File: config.mk
export PLATFORM = sky130hd
export DESIGN_NAME = rblb_ctrl
export DESIGN_NICKNAME = d
export VERILOG_FILES = /design/src/design/rblb_pkg.sv /design/src/design/rblb_ctrl.sv
export SDC_FILE = /design/constraint.sdc
export NUM_CORES = 1
export LEC_CHECK = 0
export BUFFER_PORTS_ARGS = -buffer_cell sky130_fd_sc_hd__buf_2
export CAP_MARGIN = 40
export CELL_PAD_IN_SITES_DETAIL_PLACEMENT = 0
export CELL_PAD_IN_SITES_GLOBAL_PLACEMENT = 1
export CORE_MARGIN = 1
export CORE_UTILIZATION = 42
export CTS_CLUSTER_DIAMETER = 50
export DETAILED_ROUTE_END_ITERATION = 7
export GPL_ROUTABILITY_DRIVEN = 0
export HOLD_SLACK_MARGIN = 0.02
export MAX_ROUTING_LAYER = met4
export PLACE_DENSITY = 0.93
export SYNTH_ARGS = -nofsm -noshare
export SYNTH_HDL_FRONTEND = slang
export SYNTH_SLANG_ARGS = --single-unit
File: constraint.sdc
create_clock -name clk -period 4.35 [get_ports clk]
set_clock_uncertainty 0.15 [all_clocks]
set_input_delay 0.2175 -clock clk [delete_from_list [all_inputs] [get_ports clk]]
set_output_delay 0.2175 -clock clk [all_outputs]
set_load 0.005 [all_outputs]
File: src/design/rblb_pkg.sv
// ----------------------------------------------------------------------------
// rblb_pkg
// Shared types and constants for the ring bin load balancer.
// ----------------------------------------------------------------------------
package rblb_pkg;

  localparam int LOAD_W       = 24;
  localparam int BIN_W        = 10;
  localparam int RATIO_W      = 16;
  localparam int ACT_W        = 2;
  localparam int PROD_W       = LOAD_W + RATIO_W;
  localparam int DEF_NUM_BINS = 1024;

  localparam logic [LOAD_W-1:0]  LOAD_MAX    = '1;
  localparam logic [RATIO_W-1:0] MERGE_RESET = 16'd1399;
  localparam logic [RATIO_W-1:0] SPLIT_RESET = 16'd1050;

  localparam logic [ACT_W-1:0] ACT_NONE  = 2'd0;
  localparam logic [ACT_W-1:0] ACT_MERGE = 2'd1;
  localparam logic [ACT_W-1:0] ACT_EQUAL = 2'd2;

  // APB register indexes (paddr[2])
  localparam logic REG_MERGE = 1'b0;
  localparam logic REG_SPLIT = 1'b1;

  typedef enum logic [1:0] {SW_CLEAR, SW_SCAN, SW_LEFT, SW_RIGHT} sweep_kind_t;

  typedef enum logic [2:0] {
    WD_INC, WD_SUM, WD_HALF_LO, WD_HALF_HI, WD_EQ_HI, WD_EQ_LO
  } wdata_sel_t;

  typedef enum logic [2:0] {CAP_NONE, CAP_U, CAP_L, CAP_R, CAP_Z, CAP_X} cap_sel_t;

  typedef enum logic [1:0] {MUL_MERGE, MUL_BIN, MUL_NBR} mul_sel_t;

  typedef struct packed {
    logic        wr_en;
    wdata_sel_t  wd_sel;
    logic        rem_u;
    cap_sel_t    cap;
    logic        sw_start;
    sweep_kind_t sw_kind;
    logic        sw_up;
    logic        mul_en;
    mul_sel_t    mul_sel;
  } dp_cmd_t;

  typedef struct packed {
    logic              busy;
    logic              gt_merge;
    logic              lt_split;
    logic              le_split;
    logic              left_lighter;
    logic [LOAD_W-1:0] lmax;
    logic [LOAD_W-1:0] lmin;
  } dp_status_t;

  typedef struct packed {
    logic [ACT_W-1:0] action;
    logic [BIN_W-1:0] removed;
    logic [BIN_W-1:0] receiving;
    logic [BIN_W-1:0] split;
  } result_t;

endpackage

File: src/design/rblb_ctrl.sv
// ----------------------------------------------------------------------------
// rblb_ctrl
// Sequencer: after the reset clear, steps one request through reads, scans,
// ratio checks, merge/split shifts or equalization, and the closing scan.
// ----------------------------------------------------------------------------
module rblb_ctrl #(
  parameter int NUM_BINS = rblb_pkg::DEF_NUM_BINS,
  localparam int IW = $clog2(NUM_BINS)
) (
  input  logic                       clk,
  input  logic                       rst,
  input  logic                       req_valid,
  input  logic                       req_op,
  input  logic [rblb_pkg::BIN_W-1:0] req_bin,
  output logic                       req_ready,
  input  logic                       out_free,
  input  rblb_pkg::dp_status_t       st,
  input  logic [IW-1:0]              min_idx,
  input  logic [IW-1:0]              max_idx,
  output rblb_pkg::dp_cmd_t          cmd,
  output logic [IW-1:0]              addr,
  output logic [IW-1:0]              sw_first,
  output logic [IW-1:0]              sw_last,
  output rblb_pkg::result_t          res,
  output logic                       res_load
);
  import rblb_pkg::*;

  localparam logic [IW-1:0] LAST   = IW'(NUM_BINS - 1);
  localparam logic [IW-1:0] PENULT = IW'(NUM_BINS - 2);

  typedef enum logic [4:0] {
    S_CLR, S_CLR_W, S_IDLE, S_RD_U, S_CAP_U, S_INC, S_SCAN, S_SCAN_W, S_MUL,
    S_CHK, S_RD_L, S_RD_R, S_CAP_R, S_PICK, S_MUL2, S_CHK2, S_EQ_HI, S_EQ_LO,
    S_MS_W, S_MS_L, S_MS_L_W, S_MS_RDX, S_MS_CAPX, S_MS_R, S_MS_R_W, S_MS_LO,
    S_MS_HI, S_FIN, S_FIN_W, S_DONE
  } state_t;

  state_t        state;
  logic          op;
  logic [IW-1:0] u, rem, heavy, hp, z, nl, nr;

  function automatic logic [IW-1:0] left_of(input logic [IW-1:0] c);
    return (c == '0) ? LAST : c - 1'b1;
  endfunction

  function automatic logic [IW-1:0] right_of(input logic [IW-1:0] c);
    return (c == LAST) ? '0 : c + 1'b1;
  endfunction

  assign req_ready = (state == S_IDLE);
  assign res_load  = (state == S_DONE) && out_free;

  always_comb begin
    cmd      = '0;
    addr     = '0;
    sw_first = '0;
    sw_last  = '0;
    case (state)
      S_CLR: begin
        cmd.sw_start = 1'b1; cmd.sw_kind = SW_CLEAR; cmd.sw_up = 1'b1;
        sw_last = LAST;
      end
      S_RD_U:  addr = u;
      S_CAP_U: cmd.cap = CAP_U;
      S_INC:   begin cmd.wr_en = 1'b1; cmd.wd_sel = WD_INC; addr = u; end
      S_SCAN, S_FIN: begin
        cmd.sw_start = 1'b1; cmd.sw_kind = SW_SCAN; cmd.sw_up = 1'b1;
        sw_last = LAST;
      end
      S_MUL: begin cmd.mul_en = 1'b1; cmd.mul_sel = op ? MUL_BIN : MUL_MERGE; end
      S_RD_L:  addr = nl;
      S_RD_R:  begin addr = nr; cmd.cap = CAP_L; end
      S_CAP_R: cmd.cap = CAP_R;
      S_PICK:  cmd.cap = CAP_Z;
      S_MUL2:  begin cmd.mul_en = 1'b1; cmd.mul_sel = MUL_NBR; end
      S_EQ_HI: begin cmd.wr_en = 1'b1; cmd.wd_sel = WD_EQ_HI; addr = u; end
      S_EQ_LO: begin cmd.wr_en = 1'b1; cmd.wd_sel = WD_EQ_LO; addr = z; end
      S_MS_W: begin
        cmd.wr_en = 1'b1; cmd.wd_sel = WD_SUM; cmd.rem_u = op; addr = z;
      end
      S_MS_L: begin
        if (rem < LAST) begin
          cmd.sw_start = 1'b1; cmd.sw_kind = SW_LEFT; cmd.sw_up = 1'b1;
          sw_first = rem + 1'b1; sw_last = LAST;
        end
      end
      S_MS_RDX:  addr = hp;
      S_MS_CAPX: cmd.cap = CAP_X;
      S_MS_R: begin
        if (hp < PENULT) begin
          cmd.sw_start = 1'b1; cmd.sw_kind = SW_RIGHT; cmd.sw_up = 1'b0;
          sw_first = PENULT; sw_last = hp + 1'b1;
        end
      end
      S_MS_LO: begin cmd.wr_en = 1'b1; cmd.wd_sel = WD_HALF_LO; addr = hp; end
      S_MS_HI: begin cmd.wr_en = 1'b1; cmd.wd_sel = WD_HALF_HI; addr = hp + 1'b1; end
      default: ;
    endcase
  end

  always_ff @(posedge clk) begin
    if (rst) begin
      state <= S_CLR;
    end else begin
      case (state)
        S_CLR:   state <= S_CLR_W;
        S_CLR_W: if (!st.busy) state <= S_IDLE;
        S_IDLE: begin
          if (req_valid) begin
            op            <= req_op;
            u             <= IW'(req_bin);
            res           <= '0;
            state         <= (32'(req_bin) < 32'(NUM_BINS)) ? S_RD_U : S_FIN;
          end
        end
        S_RD_U:   state <= S_CAP_U;
        S_CAP_U:  state <= op ? S_SCAN : S_INC;
        S_INC:    state <= S_SCAN;
        S_SCAN:   state <= S_SCAN_W;
        S_SCAN_W: if (!st.busy) state <= S_MUL;
        S_MUL:    state <= S_CHK;
        S_CHK: begin
          if (!op && st.gt_merge && min_idx != u) begin
            rem   <= min_idx;
            heavy <= u;
            nl    <= left_of(min_idx);
            nr    <= right_of(min_idx);
            state <= S_RD_L;
          end else if (op && st.lt_split && max_idx != u) begin
            rem   <= u;
            heavy <= max_idx;
            nl    <= left_of(u);
            nr    <= right_of(u);
            state <= S_RD_L;
          end else begin
            state <= S_FIN;
          end
        end
        S_RD_L:  state <= S_RD_R;
        S_RD_R:  state <= S_CAP_R;
        S_CAP_R: state <= S_PICK;
        S_PICK: begin
          z             <= st.left_lighter ? nl : nr;
          res.receiving <= BIN_W'(st.left_lighter ? nl : nr);
          state         <= op ? S_MUL2 : S_MS_W;
        end
        S_MUL2:  state <= S_CHK2;
        S_CHK2:  state <= st.le_split ? S_MS_W : S_EQ_HI;
        S_EQ_HI: state <= S_EQ_LO;
        S_EQ_LO: begin
          res.action <= ACT_EQUAL;
          state      <= S_FIN;
        end
        S_MS_W: begin
          // heavy bin moves down one place if the removed bin lay below it
          hp    <= (rem < heavy) ? heavy - 1'b1 : heavy;
          state <= S_MS_L;
        end
        S_MS_L:    state <= (rem < LAST) ? S_MS_L_W : S_MS_RDX;
        S_MS_L_W:  if (!st.busy) state <= S_MS_RDX;
        S_MS_RDX:  state <= S_MS_CAPX;
        S_MS_CAPX: state <= S_MS_R;
        S_MS_R:    state <= (hp < PENULT) ? S_MS_R_W : S_MS_LO;
        S_MS_R_W:  if (!st.busy) state <= S_MS_LO;
        S_MS_LO:   state <= S_MS_HI;
        S_MS_HI: begin
          res.action  <= ACT_MERGE;
          res.removed <= BIN_W'(rem);
          res.split   <= BIN_W'(hp);
          state       <= S_FIN;
        end
        S_FIN:   state <= S_FIN_W;
        S_FIN_W: if (!st.busy) state <= S_DONE;
        S_DONE:  if (out_free) state <= S_IDLE;
        default: state <= S_IDLE;
      endcase
    end
  end

endmodule

# --- Word-level counts from Yosys, hierarchy flattened ---
# Cells that the tools add are included.
totals:
  regBits: 108
  in_bits: 88
  output_inout_bits: 79
classes:
  n_addsub: 7
  order_cmp: 3
  eq_ne: 40
  n_mux: 49
  bitwise_logic: 1
  n_reduce_logical: 27
ops:
  columns: ["cell", "n"]
  rows:
  - ["$mux W10", 18]
  - ["$pmux W5 S29", 1]
  - ["$pmux W10 S2", 4]
  - ["$eq A5 B5 Y1 const B", 14]
  - ["$pmux W10 S6", 1]
  - ["$mux W5", 10]
  - ["$add A10 B1 Y10 const B", 4]
  - ["$eq A5 B4 Y1 const B", 8]
  - ["$mux W32", 1]
  - ["$pmux W10 S3", 1]
  - ["$sub A10 B1 Y10 const B", 3]
  - ["$pmux W4 S6", 1]
  - ["$eq A10 B10 Y1 const B", 2]
  - ["$eq A5 B3 Y1 const B", 4]
  - ["$logic_not A10 Y1", 2]
  - ["$lt A10 B10 Y1 const B", 2]
  - ["$ne A10 B10 Y1", 2]
  - ["$pmux W4 S4", 1]
  - ["$pmux W3 S5", 1]
  - ["$reduce_and A3 Y1", 5]
  - ["$ne A2 B2 Y1 const B", 7]
  - ["$eq A5 B2 Y1 const B", 2]
  - ["$lt A10 B10 Y1", 1]
  - ["$mux W4", 2]
  - ["15 further kinds", 30]

# --- Depth between registers and ports, before layout ---
# Gate-level depths: netlist of run 1.
logic_depth:
  word_depth: 5
  depth_mapped: 8
  depth_no_buf: 8

# --- Worst setup path after synthesis of run 1 ---
# OpenSTA, ideal clock, no wires.
synth_timing:
  path_type: "register -> register"
  startpoint: "reg op"
  endpoint: "reg heavy[0], enable pin"
  setup_time_ns: 0.442
  t_arrival_ns: 3.148
  required_time_ns: 3.758
  slack_ns: 0.610
  path_stages_with_launch: 7
  path_buffers: 2
  synth_period_minus_slack_ns: 3.740
  cell_sequence: "edfxtp_1 -> nor2b_1 -> clkbuf_1 -> o31a_1 -> buf_2 -> a31o_2 -> nor2b_1"
synth_via:
  elab_chain_cells: 5
synth_rtl:
  columns: ["item", "line_no", "rtl"]
  rows:
  - ["start: declaration", "rblb_ctrl.sv:40", "logic op;"]
  - ["start signal: assignment", "rblb_ctrl.sv:111", "op <= req_op;"]
  - ["$logic_not A1 Y1", "rblb_ctrl.sv:124", "if (!op && st.gt_merge && min_idx != u) begin"]
  - ["$logic_and A1 B1 Y1 (2 in a row)", "rblb_ctrl.sv:124", null]
  - ["$reduce_bool A2 Y1 (no line) *", null, null]
  - ["$reduce_and A3 Y1 (no line) *", null, null]
  - ["end signal: assignment", "rblb_ctrl.sv:126", "heavy <= u;"]
  - ["end signal: assignment", "rblb_ctrl.sv:132", "heavy <= max_idx;"]
  - ["end: declaration", "rblb_ctrl.sv:41", "logic [IW-1:0] u, rem, heavy, hp, z, nl, nr;"]
# Every way passes the cells marked *; elsewhere a longest branch is shown, timed or not.
# A chain may end at the register's enable or synchronous reset.

# --- Worst setup path in the final report of run 1 ---
layout_timing:
  startpoint: "reg state[2]"
  endpoint: "out addr[3]"
layout_via:
  elab_chain_cells: 3
layout_rtl:
  columns: ["item", "line_no", "rtl"]
  rows:
  - ["start: declaration", "rblb_ctrl.sv:39", "state_t state;"]
  - ["start signal: assignment", "rblb_ctrl.sv:114", "state <= (32'(req_bin) < 32'(NUM_BINS)) ? S_RD_U : S_FIN;"]
  - ["start signal: assignment", "rblb_ctrl.sv:118", "S_CAP_U: state <= op ? S_SCAN : S_INC;"]
  - ["start signal: assignment", "rblb_ctrl.sv:146", "state <= op ? S_MUL2 : S_MS_W;"]
  - ["$eq A5 B5 Y1 (tied with other cells)", "rblb_ctrl.sv:59", "case (state)"]
  - ["$reduce_or A3 Y1 (no line) or $reduce_or A2 Y1 (tied branches)", null, null]
  - ["$pmux W10 S6 *", "rblb_ctrl.sv:59", null]
  - ["end: declaration", "rblb_ctrl.sv:21", "output logic [IW-1:0] addr,"]
# Marked as above.

==> flow_results.org, run 1 <==
** Status
- The run finished with clean final reports.

** Global routing
- Across every metal layer, demand over resource in global routing totals 22.74%.
- The first global-routing pass estimated ~28 mm of wire.
- Most used routing layer :: met2
- Summed over all layers, the global routing overflow is 0.
- Largest net degree at the start of global routing :: 41
- The initial antenna violation count is 0.
- Met3 global-route usage :: 4.264%
- Vias in the first global route :: 5,177
- Global routing consumed, on the met1 layer, 29.41% of the routing resources.
- Global routing consumed, on the met2 layer, 37.02% of the routing resources.

** Die
- Ports placed on the boundary :: 167
- The floorplan step set the die height to 130.1 um.
- Core Area :: between 0.015 and 0.02 mm2
- The initialized floorplan defines 46 standard-cell rows.
- For this configuration, the core starts out at a cell density of ~43%.
- Die area :: 0.01693 mm2
- Overall die width :: 130.1 um

** Drt
- The first TritonRoute pass finished after 5 iterations.
- Average detailed-routed wire length per instance :: 18.37 um
- Routed Wire Length :: approximately 18 mm
- Post-DR vias/cell :: 5.548
- After the first detailed-routing iteration, the DRC count stood at 566.
- Residual antenna-violating net count after detailed routing :: 0
- For this block, the via count after detailed routing is around 5.6k.
- After detailed routing, the number of remaining DRC violations is 0.

** Clocking
- Once the clock tree was built, the resizer swapped 0 gates to a different size.
- Sink Count :: 108
- Root Buffer Master :: clkbuf_16
- Insertion delay of the later-clocked pin in the worst-skew pair :: 0.36 ns
- Clock tree from TritonCTS :: built
- The number of clock buffers added by TritonCTS is 9.
- H-tree depth :: 3
- Number of buffers between clock root and the deepest sink :: 2
- CTS clock-pin slew for the worst setup and hold paths :: 0.08 ns

** Synth
- Dividing the synthesized area by the synthesized cell count gives 10.19 um2.
- Synthesis inferred 108 register bits.
- When the netlist entered floorplanning its net count stood at roughly 780.
- Post-synthesis async set-or-reset flop share :: 0%
- Portion of netlist area occupied by mux cells :: 4.700%
- Largest family of logic cells by synthesized area :: simple AND/OR/NAND/NOR gates
- Area share of fa/ha/maj cells after synthesis :: about 2.9%
- After Yosys synthesis, and, or, nand and nor cells account for 18.62% of the synthesized area.
- Count of mapped cells out of synthesis :: 677
- Warning count from the yosys run :: 0
- In this run, distinct cell masters in the synthesized netlist total ~70.
- In this run, synthesis inferred between 100 and 150 flip-flops with an integrated enable.
- Of the total synthesized cell area, the portion taken by XOR and XNOR cells is 9.526%.
- Top FF cell, synth :: edfxtp_1
- In this run the cell area of the synthesized design comes to 0.006895 mm2.
- Area fraction in compound gates after synthesis :: a little over an eighth
- Sequential-to-total area share from yosys stat :: 46.31%

** STA
- The final critical path takes up slightly below 80% of the cycle.
- Count of pins over their slew limit :: 0
- The number of hold violations in the final report was 0.
- The smallest clock period supported by the final layout is computed as around 3.4 ns.
- F_max :: 0.2928 GHz
- For the pin with the worst max-slew slack, the measured transition is 0.8999 ns.
- Slew headroom :: around 40%
- After routing, the total negative slack on setup checks comes to 0 ns.
- Setup violations remaining at the end of the flow were counted as 0.
- RSZ-0062 raised after global routing :: no
- Post-route worst hold slack :: roughly 0.048 ns

** Setup path
- The worst register-to-register path ends at res[30].
- Startpoint of the lowest-slack register-to-register path :: state[2]
- Kind of end point of the critical path :: primary output
- For the worst setup path, the data arrival time is 3.05 ns.
- The worst register-to-register path has a depth of 5.
- The worst setup path is launched from a flop.
- Kind of critical path :: reg -> out
- CP Launch Point :: state[2]
- Required @ worst endpoint :: 3.98 ns
- In this run the worst path has a maximum fanout of 28.
- Following the worst setup path forward leads to its endpoint at addr[3].
- The setup check on the worst reg-to-reg path leaves a slack of 1.38 ns.

** Layout
- The net count of the finished layout is 884.
- The number of antenna diodes in the final layout is 0.
- Compared with the post-synthesis result, the final layout area differs by 16.73%.
- In the final layout, the share of cells above drive strength 1 is 24.20%.
- Util after Layout :: between 50 and 60%

** Placement
- In this run the tool buffered the top-level ports with between 100 and 150 buffer cells.
- Detailed-placement wirelength estimate :: 13.20 mm

** Power and ir drop
- Power spread over the standard cell area amounts to 396.1 mW/mm2.
- Static Leak :: 3.003 nW
- Worst-case vdd ir drop :: 0.2791 mV

** Hold path
- In this run the worst hold path is classified as in -> reg.
- The worst hold path was traced through 2 stages.

** Flow run
- Max-cap violations in this run came to 0.
## registers in the layout, summed over array words and instances, names as in the netlist
| signal | cells |
|---|---|
| heavy | 10 |
| z | 10 |
| hp | 10 |
| nl | 10 |
| nr | 10 |
| rem | 10 |
| res | 32 |
| op | 1 |
| state | 5 |
| u | 10 |
## cells in the mapped netlist, drive strengths merged (2+ instances only)
cell type	number	area [um2]
ha	16	200.2
or3	2	12.51
nand3b	7	52.55
dfxtp	5	100.1
nor3b	4	30.03
mux2	27	304.0
o211ai	4	30.03
xor2	30	262.8
nor3	18	100.1
a21oi	23	115.1
a22oi	10	75.07
xnor2	45	394.1
nor2b	16	100.1
and2	22	137.6
o31ai	2	15.01
buf	27	145.1
mux2i	2	20.02
a221o	8	80.08
a31o	4	35.03
and4	2	17.52
o21ai	43	219.0
clkbuf	21	78.83
nand4	12	90.09
o31a	2	17.52
nand2	60	225.2
nand3	29	145.1
nor4	7	58.81
a211oi	3	27.52
nand2b	9	56.30
a21o	2	15.01
o21a	2	15.01
nor2	38	145.1
o22ai	7	43.79
a31oi	4	25.02
and3	8	55.05
o32a	2	20.02
a311oi	2	17.52
a22o	3	26.28
a221oi	4	52.56
inv	27	101.4
edfxtp	103	3093
## repair_timing
action	in CTS	in global routing
setup endpoints to repair	0	0
hold buffers	11	0
endpoints found under the hold margin	11	0
setup buffers	0	0
## logic make-up after synthesis
kind of cell | Yosys count
buffers and inverters | 75
xor gates and xnor gates | 75
AOI/OAI and AO/OA | 134
and+or+nand+nor | 240
DFF | 108
muxes | 29
adders and majority gates | 16
## how the worst min path moves through the flow
| stage | from | end | slack (ns) |
|---|---|---|---|
| after CTS | max_idx[8] | heavy[8] | 0.04 |
| after floorplan | req_op | op | 0.17 |
| final | max_idx[8] | heavy[8] | 0.05 |
| after global routing | max_idx[8] | heavy[8] | 0.04 |
| after detailed placement | req_bin[0] | u[0] | 0.25 |
| after global placement | req_bin[0] | u[0] | 0.24 |
## layout by cell type (no fill, tap or decap), types with 27 or more instances in the layout
master / synthesis / routed
inv_1: 27 / 27
nor2_1: 37 / 37
buf_2: 20 / 119
edfxtp_1: 103 / 103
mux2_2: 27 / 27
o21ai_0: 41 / 41
nand2_1: 60 / 60
nand3_1: 29 / 29
xor2_1: 30 / 30
xnor2_1: 45 / 45
## metrics by stage
step	instance area [um2]	power [mW]	cells	worst slack, ns
final	8049	3.188	1001	0.9343
after global routing	8049	3.358	1001	0.7345
after CTS	8041	3.193	1000	0.9573
after detailed placement	7630	2.349	973	1.332
after global placement	7610	2.322	971	1.267
after floorplan	6895	1.973	677	0.6096
## final cells by class
| class | count | area [um2] |
|---|---|---|
| clock buffers | 10 | 229.0 |
| multi-input cells | 494 | 3395 |
| inverters | 27 | 101.3 |
| clock inverters | 6 | 72.57 |
| well taps | 216 | 270.3 |
| fillers | 1485 | 7894 |
| repair buffers | 140 | 788.3 |
| flip-flops and latches | 108 | 3193 |
## worst max-delay path, cell delays in order (launching register included)
cell and delay [ns]:
dfxtp_1 0.59, nor3b_1 0.45, nand3_1 0.39, inv_1 0.62, a21oi_1 0.12, o21ai_0 0.21
a221o_1 0.17, buf_2 0.12
## per-layer routing
metal | wire (um) | vias up
met4 | 206 | 0
li1 | - | 2672
met3 | 1341 | 18
met5 | 0 | -
met1 | 7994 | 2621
met2 | 8847 | 243
## power breakdown
group | leakage, nW | internal, mW | switching (mW) | total, mW
registers | 0.978 | 1.20 | 0.107 | 1.31
logic | 1.89 | 0.441 | 0.595 | 1.04
clock network | 0.137 | 0.453 | 0.388 | 0.840
Power figures use the tool's default switching activity.
==> inputs of run 2 (changes only) <==
Settings changed: ABC_AREA set to 1, CORE_UTILIZATION 42 to 40, PLACE_DENSITY 0.93 to 0.91.
Clock period 4.35 ns to 3.4 ns, I/O delays scaled along.
==> run 2 against run 1 <==
Clock-buffer cell count rose by 1. Largest power group unchanged. Total power rose by 9.0%. First-iteration DRC count rose by 25%. Largest cell class unchanged.
==> flow_results.org, run 2 <==
** Die
- Ports placed on the boundary :: 167 (unchanged)
- The die extent in x is 135.3 um (+3.9%).
- The effective utilization at floorplan is 41.07% (-2.2 points).
- Die outline height :: 135.3 um (+3.9%)
- The area of the core came to 0.01730 mm2 (+8.5%).
- The die area was 0.01829 mm2 (+8.0%).
- Row count :: 48 (+4.3%)

** Layout
- Register containing the most flip-flops in the final layout :: res
- Layout-stage area growth over the synthesis result :: 17.17%
- The final instance count without filler cells came to 1,201 (+20%).
- Flip-flop count of the largest register after layout :: 32 (unchanged)
- Leaving out fill and tap cells, the most frequent cell in the layout is nand2_1.
- Final antenna diode count :: 0 (unchanged)
- The total non-filler cell area in the finished layout is 0.008323 mm2 (+3.4%).
- The net count of the finished layout came to 1,075 (+22%).
- Highest-count cells in the layout ignoring fill and taps :: nand2_1, buf_2, edfxtp_1, inv_1, nor2_1
- The ratio of cells with drive above 1 in the final layout came to 21.41% (-2.8 points).

** Global routing
- Initial antenna violation count :: 0 (unchanged)
- The global-route usage over all layers is 22.82% (+0.072 points).
- The total grt overflow is 0 (unchanged).
- The wire length of the first global-routing pass was 30.66 mm (+9.6%).
- Vias in the first global route :: 5,871 (+13%)
- Largest net degree at the start of global routing :: 53 (+29%)

** Clocking
- The tree is rooted in a clkbuf_16.
- Insertion delay of the later-clocked pin in the worst-skew pair :: 0.36 ns (about the same)
- The maximum buffer depth of the clock tree is 2 (unchanged).
- The TritonCTS sink count came to 108 (unchanged).
- The post-cts gate resize count came to 0 (unchanged).
- The post-CTS clock slew at the launch and capture registers of the worst setup and hold paths came to 0.07 ns (about the same).
- The depth of the CTS H-tree was 3 (unchanged).
- The total CTS buffers was 9 (unchanged).
- Clock tree from TritonCTS :: built

** Setup path
- Stage delay of the slowest cell on the critical path :: 0.74 ns (+0.12 ns)
- The slowest stage of the critical path belongs to the cell dfxtp_1.
- The worst setup path is captured at a primary output.
- Data arrival time of the critical path :: 2.57 ns (-0.48 ns)
- Kind of critical path :: reg -> out
- The cell family contributing the most delay on the critical path is flip-flops.
- Startpoint class of the critical path :: flop
- Crit Path Max Fanout :: 11 (-61%)
- CP Cell Sequence :: inv_2, nor3_1, a21oi_1, o31ai_2, nand2_1, o2111ai_1, buf_2
- Required @ worst endpoint :: 3.08 ns (-0.90 ns)
- Bufs and invs on worst path :: 2 (unchanged)

** Synth
- Syn nets :: 949 (+22%)
- The count of unique library cells instantiated by Yosys was 55 (-19%).
- Most numerous cell in the Yosys netlist :: nand2_1
- Count of flip-flops with a built-in enable after synthesis :: 103 (unchanged)
- The commonest cells after synthesis are nand2_1, edfxtp_1, inv_1, nor2_1, o21ai_0.
- Warning count from the yosys run :: 0 (unchanged)
- Post-synthesis register bit count :: 108 (unchanged)
- Top area cells in the synthesized netlist :: edfxtp_1, nand2_1, inv_1
- The fraction of synthesis flops using an asynchronous set or reset pin came to 0% (unchanged).
- Post-Synthesis Cell Area :: 0.007103 mm2 (+3.0%)
- In the synthesized netlist the dominant register cell turns out to be edfxtp_1.
- The synthesized area per cell was 8.406 um2 (-17%).
- Share of the synthesized area in the top cell type :: 43.54% (-1.3 points)
- Sequential-to-total area share from yosys stat :: 44.95% (-1.4 points)
- Count of mapped cells out of synthesis :: 845 (+25%)
- Most area-hungry cell type in the Yosys netlist :: edfxtp_1

** Drt
- The via density per instance is 5.210 (-6.1%).
- The total number of vias is 6,257 (+13%).
- Total DRC errors in the routed layout :: 0 (unchanged)
- DR iter-0 viols :: 705 (+25%)
- The count of antenna-violating nets left after detailed routing was 0 (unchanged).
- The iteration count of the initial detailed-routing pass came to 6 (+1).
- The average routed wire per standard cell came to 16.32 um (-11%).
- The final wirelength came to 19.60 mm (+6.6%).

** STA
- Final TNS setup :: 0 ns (unchanged)
- RSZ-0062 raised after global routing :: no
- Setup slack of the critical path after layout :: 0.5095 ns (-0.4248 ns)
- Period Utilization, post-route :: 85.01%
- The number of hold violations in the final report is 0 (unchanged).
- The remaining max-slew budget at the tightest pin was 41.69% (+1.9 points).
- Setup violators final :: 0 (unchanged)
- Tightest Pin Transition :: 0.8695 ns (-0.03042 ns)
- Count of pins over their slew limit :: 0 (unchanged)
- F_max :: 0.3460 GHz
- Clock period minus worst slack :: 2.890 ns

** Placement
- The worst slack after detailed placement was 0.6963 ns (-0.6359 ns).
- Instance count after placement with tap cells included :: 1,165 (+20%)
- The total placed instance area came to 0.007831 mm2 (+2.6%).
- The number of buffers inserted by port buffering is 118 (unchanged).
- The HPWL reported at the end of detailed placement was 15.28 mm (+16%).

** Power and ir drop
- Overall power consumption :: 3.475 mW (+9.0%)
- The total power divided by cell area was 417.5 mW/mm2 (+5.4%).
- The worst vdd rail ir drop was 0.2877 mV (+3.1%).
- Static Leak :: 3.681 nW (+23%)

** Hold path
- In this run the worst hold path is classified as in -> reg.

** Flow run
- The total of max-cap violations is 0 (unchanged).

** Status
- Outcome :: complete, no violations
-- run 2: layer usage --
| layer | track usage [%] | wire (um) | vias up |
|---|---|---|---|
| li1 | - | - | 3069 |
| met1 | 30.58 | 9101 | 2895 |
| met2 | 35.47 | 8822 | 269 |
| met3 | 3.891 | 1316 | 24 |
| met4 | 6.429 | 363 | 0 |
| met5 | - | 0 | - |
-- run 2: cell type report --
type,count,area (um2)
Fill cell,1694,8974
Multi-Input combinational cell,589,3274
Sequential cell,108,3193
Timing Repair Buffer,142,820.8
Inverter,121,461.7
Tap cell,225,281.5
Clock buffer,11,232.7
Clock inverter,5,58.81
-- run 2: where the power goes --
group / leakage, nW / switching, mW / internal, mW
combinational: 2.55 / 0.513 / 0.313
sequential: 0.990 / 0.0637 / 1.52
clock: 0.138 / 0.488 / 0.576
total: 3.68 / 1.06 / 2.41
-- run 2: final timing paths --
kind | startpoint | endpoint | slack, ns | cells past startpoint
worst max-delay path | state[4] | addr[3] | 0.51 | 7
worst min-delay path | max_idx[0] | heavy[0] | 0.03 | 3
worst max register to register | u[4] | heavy[2] | 0.69 | 8
worst min register to register | state[2] | state[2] | 0.41 | 2
-- run 2: cells by family (layout without fill, tap and decap cells) --
kind of cell / Yosys count / after routing / share of synthesized area, %
and+or+nand+nor: 379 / 379 / 24.70
xor gates and xnor gates: 46 / 46 / 5.672
AOI/OAI and AO/OA: 148 / 148 / 12.68
DFF: 108 / 108 / 44.95
adders and majority gates: 16 / 16 / 2.818
buffers and inverters: 148 / 279 / 9.177
-- run 2: stage by stage --
stage | hold WS (ns) | utilization (%)
2_1_floorplan | 0.1189 | -
3_3_place_gp | 0.1964 | 45.28
3_5_place_dp | 0.1981 | 45.28
4_1_cts | 0.02453 | 48.12
5_1_grt | 0.03529 | 48.12
6_report | 0.02906 | 48.12
-- run 2: what timing repair did --
item / CTS / global route
hold buffers: 20 / 0
buffers inserted: 0 / 0
setup endpoints to repair: 0 / 0
hold endpoints to repair: 20 / 0
-- run 2: worst min-delay path, cell delays in order --
cell and delay, ns:
buf_2 0.10, nand2_1 0.06, o21ai_0 0.08
==> inputs of run 3 (changes only) <==
Settings changed: CORE_MARGIN 1 to unset, CORE_UTILIZATION 40 to 35, GPL_TIMING_DRIVEN set to 0, PLACE_DENSITY 0.91 to 0.83.
==> run 3 against run 2 <==
Clock power is essentially flat. Critical path type is now reg -> reg. Combinational power grew 11%. First-iteration DRC count shrank 25%. Die area grew 14%. Cell count grew 5.2%. Critical endpoint is now rem[7]. Register-to-register slack lost 0.04 ns. Core utilization shrank 4.5 points.
==> flow_results.org, run 3 (synthesized netlist as in run 2, its figures left out) <==
** Power and ir drop
- The total power divided by cell area came to 413.3 mW/mm2 (-1.0%).
- Overall power consumption :: 3.543 mW (+2.0%)
- The worst vdd rail ir drop is 0.2619 mV (-9.0%).
- The leakage dissipation came to 3.791 nW (+3.0%).

** Layout
- The layout filler cell count came to 1,997 (+18%).
- Register containing the most flip-flops in the final layout :: res
- The net count of the finished layout was 1,098 (+2.1%).
- Relative to the synthesized area, the layout overhead comes to 20.68%.
- Final antenna diode count :: 0 (unchanged)
- The number of flip-flops under the largest register name came to 32 (unchanged).
- Most common cell after layout, fill and taps aside :: nand2_1
- Highest-count cells in the layout ignoring fill and taps :: nand2_1, buf_2, edfxtp_1, inv_1, nor2_1
- Fraction of final layout cells with drive strength greater than 1 :: 22.82% (+1.4 points)

** Global routing
- Global-route wire length before repair :: 32.13 mm (+4.8%)
- Largest net degree at the start of global routing :: 20 (-62%)
- The initial antenna violation count was 0 (unchanged).
- Global router's overall resource usage :: 21.10% (-1.7 points)
- Aggregate global routing overflow :: 0 (unchanged)
- Vias in the first global route :: 5,950 (+1.3%)

** Die
- Die outline height :: 144.5 um (+6.8%)
- The area of the core is 0.01965 mm2 (+14%).
- The die extent in x was 144.5 um (+6.8%).
- The effective utilization at floorplan is 36.14% (-4.9 points).
- Ports placed on the boundary :: 167 (unchanged)
- The row count came to 51 (+6.3%).
- The die area was 0.02087 mm2 (+14%).

** Drt
- The average routed wire per standard cell is 16.48 um (+0.98%).
- Router iterations before antenna repair :: 5 (-1)
- Residual antenna-violating net count after detailed routing :: 0 (unchanged)
- Post-DR vias/cell :: 5.019 (-3.7%)
- The total number of vias came to 6,344 (+1.4%).
- Routed Wire Length :: 20.84 mm (+6.3%)
- Total DRC errors in the routed layout :: 0 (unchanged)
- DR iter-0 viols :: 532 (-25%)

** Setup path
- The endpoint arrival time on the critical path came to 2.67 ns (+0.10 ns).
- The worst register-to-register path ends at rem[7].
- In this design, the critical path's most frequently occurring cell is buf_8.
- The delay of the slowest cell on the worst path is 0.50 ns (-0.24 ns).
- The slack of the worst reg-to-reg path came to 0.65 ns (-0.04 ns).
- Master of the slowest instance on the critical path :: a211oi_4
- The critical path goes through buf_2, inv_1, nand2_1, nand4_1, nor2_1, nand3_1, nand2_4, buf_12, a211oi_4, buf_8, buf_8.
- Kind of end point of the critical path :: flop
- The critical path is of the reg -> reg type.
- The number of cells on the worst reg-to-reg path came to 11 (+3).
- Startpoint of the lowest-slack register-to-register path :: u[4]
- Crit Path Max Fanout :: 19 (+8)
- The required arrival time at the worst endpoint was 3.32 ns (+0.24 ns).
- Startpoint class of the critical path :: flop

** Clocking
- Number of buffers between clock root and the deepest sink :: 2 (unchanged)
- Clock buffers created by TritonCTS :: 9 (unchanged)
- H-tree depth :: 3 (unchanged)
- TritonCTS built the clock tree.
- The clock insertion delay at the later pin of the skew report came to 0.36 ns (about the same).
- Root Buffer Master :: clkbuf_16
- Sink Count :: 108 (unchanged)
- CTS clock-pin slew for the worst setup and hold paths :: 0.07 ns (about the same)

** Status
- The run finished with clean final reports.

** STA
- Period Utilization, post-route :: 81.03% (-4.0 points)
- Slew headroom :: 39.22% (-2.5 points)
- Tightest Pin Transition :: 0.9083 ns (+0.03882 ns)
- Final TNS setup :: 0 ns (unchanged)
- The max-slew violation count came to 0 (unchanged).
- Setup violators final :: 0 (unchanged)
- F_max :: 0.3630 GHz (+4.9%)
- Setup repair after global routing left no endpoint under its margin.
- The shortest clock period the worst path allows after layout was 2.755 ns (-0.1355 ns).
- The number of hold violations in the final report came to 0 (unchanged).

** Flow run
- Max Cap Violations :: 0 (unchanged)

** Hold path
- WHS Path Cells :: 3 (unchanged)
- Worst hold path type :: in -> reg
- In this run the most critical hold path is launched from max_idx[3].
- Hold Path Sink :: heavy[3]

** Placement
- The number of buffers inserted by port buffering came to 114 (-3.4%).
- Detailed-placement wirelength estimate :: 16.46 mm (+7.7%)
-- run 3: routing by layer --
metal  track usage (%)  wire (um)
met4             6.593        482
met5                 -          0
met2             32.11       9227
met1             27.78       9610
met3             4.768       1515
-- run 3: final cells by class --
type                       instances  area (um2)  share of cell area (%)
buffer                            27       190.2                   2.219
inverter                         121       461.7                   5.386
clock buffer                       9       225.2                   2.627
tap                              265       331.6                   3.868
multi-input combinational        589        3274                   38.20
clock inverter                     7       75.07                  0.8758
timing repair buffer             138       820.8                   9.575
sequential                       108        3193                   37.25
-- run 3: worst max-delay path: cells and delay by family (launching register included) --
family	cells	cell delay, ns
AO/OA/AOI/OAI	1	0.50
flip-flops	1	0.35
buffers and inverters	5	1.02
AND/OR/NAND/NOR	5	0.43
-- run 3: worst max path at each step --
stage	from	endpoint	cells past startpoint
after floorplan	u[6]	heavy[0]	9
after global placement	u[7]	heavy[3]	8
after detailed placement	u[7]	heavy[3]	10
after CTS	u[7]	rem[7]	10
after global routing	u[6]	heavy[4]	11
final	u[4]	rem[7]	11
-- run 3: report_power, final --
group | internal (mW) | switching (mW) | leakage (nW)
sequential | 1.52 | 0.0280 | 0.990
clock | 0.577 | 0.497 | 0.147
combinational | 0.350 | 0.570 | 2.65
total | 2.45 | 1.09 | 3.79
-- run 3: metrics by stage --
stage | setup slack (ns) | hold WS [ns] | area, um2 | instances | utilization [%]
after floorplan | 0.5925 | 0.1189 | 7116 | 845 | -
after global placement | 0.07389 | 0.1965 | 8018 | 1224 | 40.79
after detailed placement | 0.6593 | 0.1981 | 8082 | 1229 | 41.12
after CTS | 0.6484 | 0.02969 | 8572 | 1264 | 43.61
after global routing | 0.4396 | 0.05185 | 8572 | 1264 | 43.61
final | 0.6451 | 0.02754 | 8572 | 1264 | 43.61
-- run 3: timing repair --
item,in CTS,in global routing
hold buffers,19,0
setup buffers,0,0
hold endpoints to repair,19,0
gates resized for setup,0,0
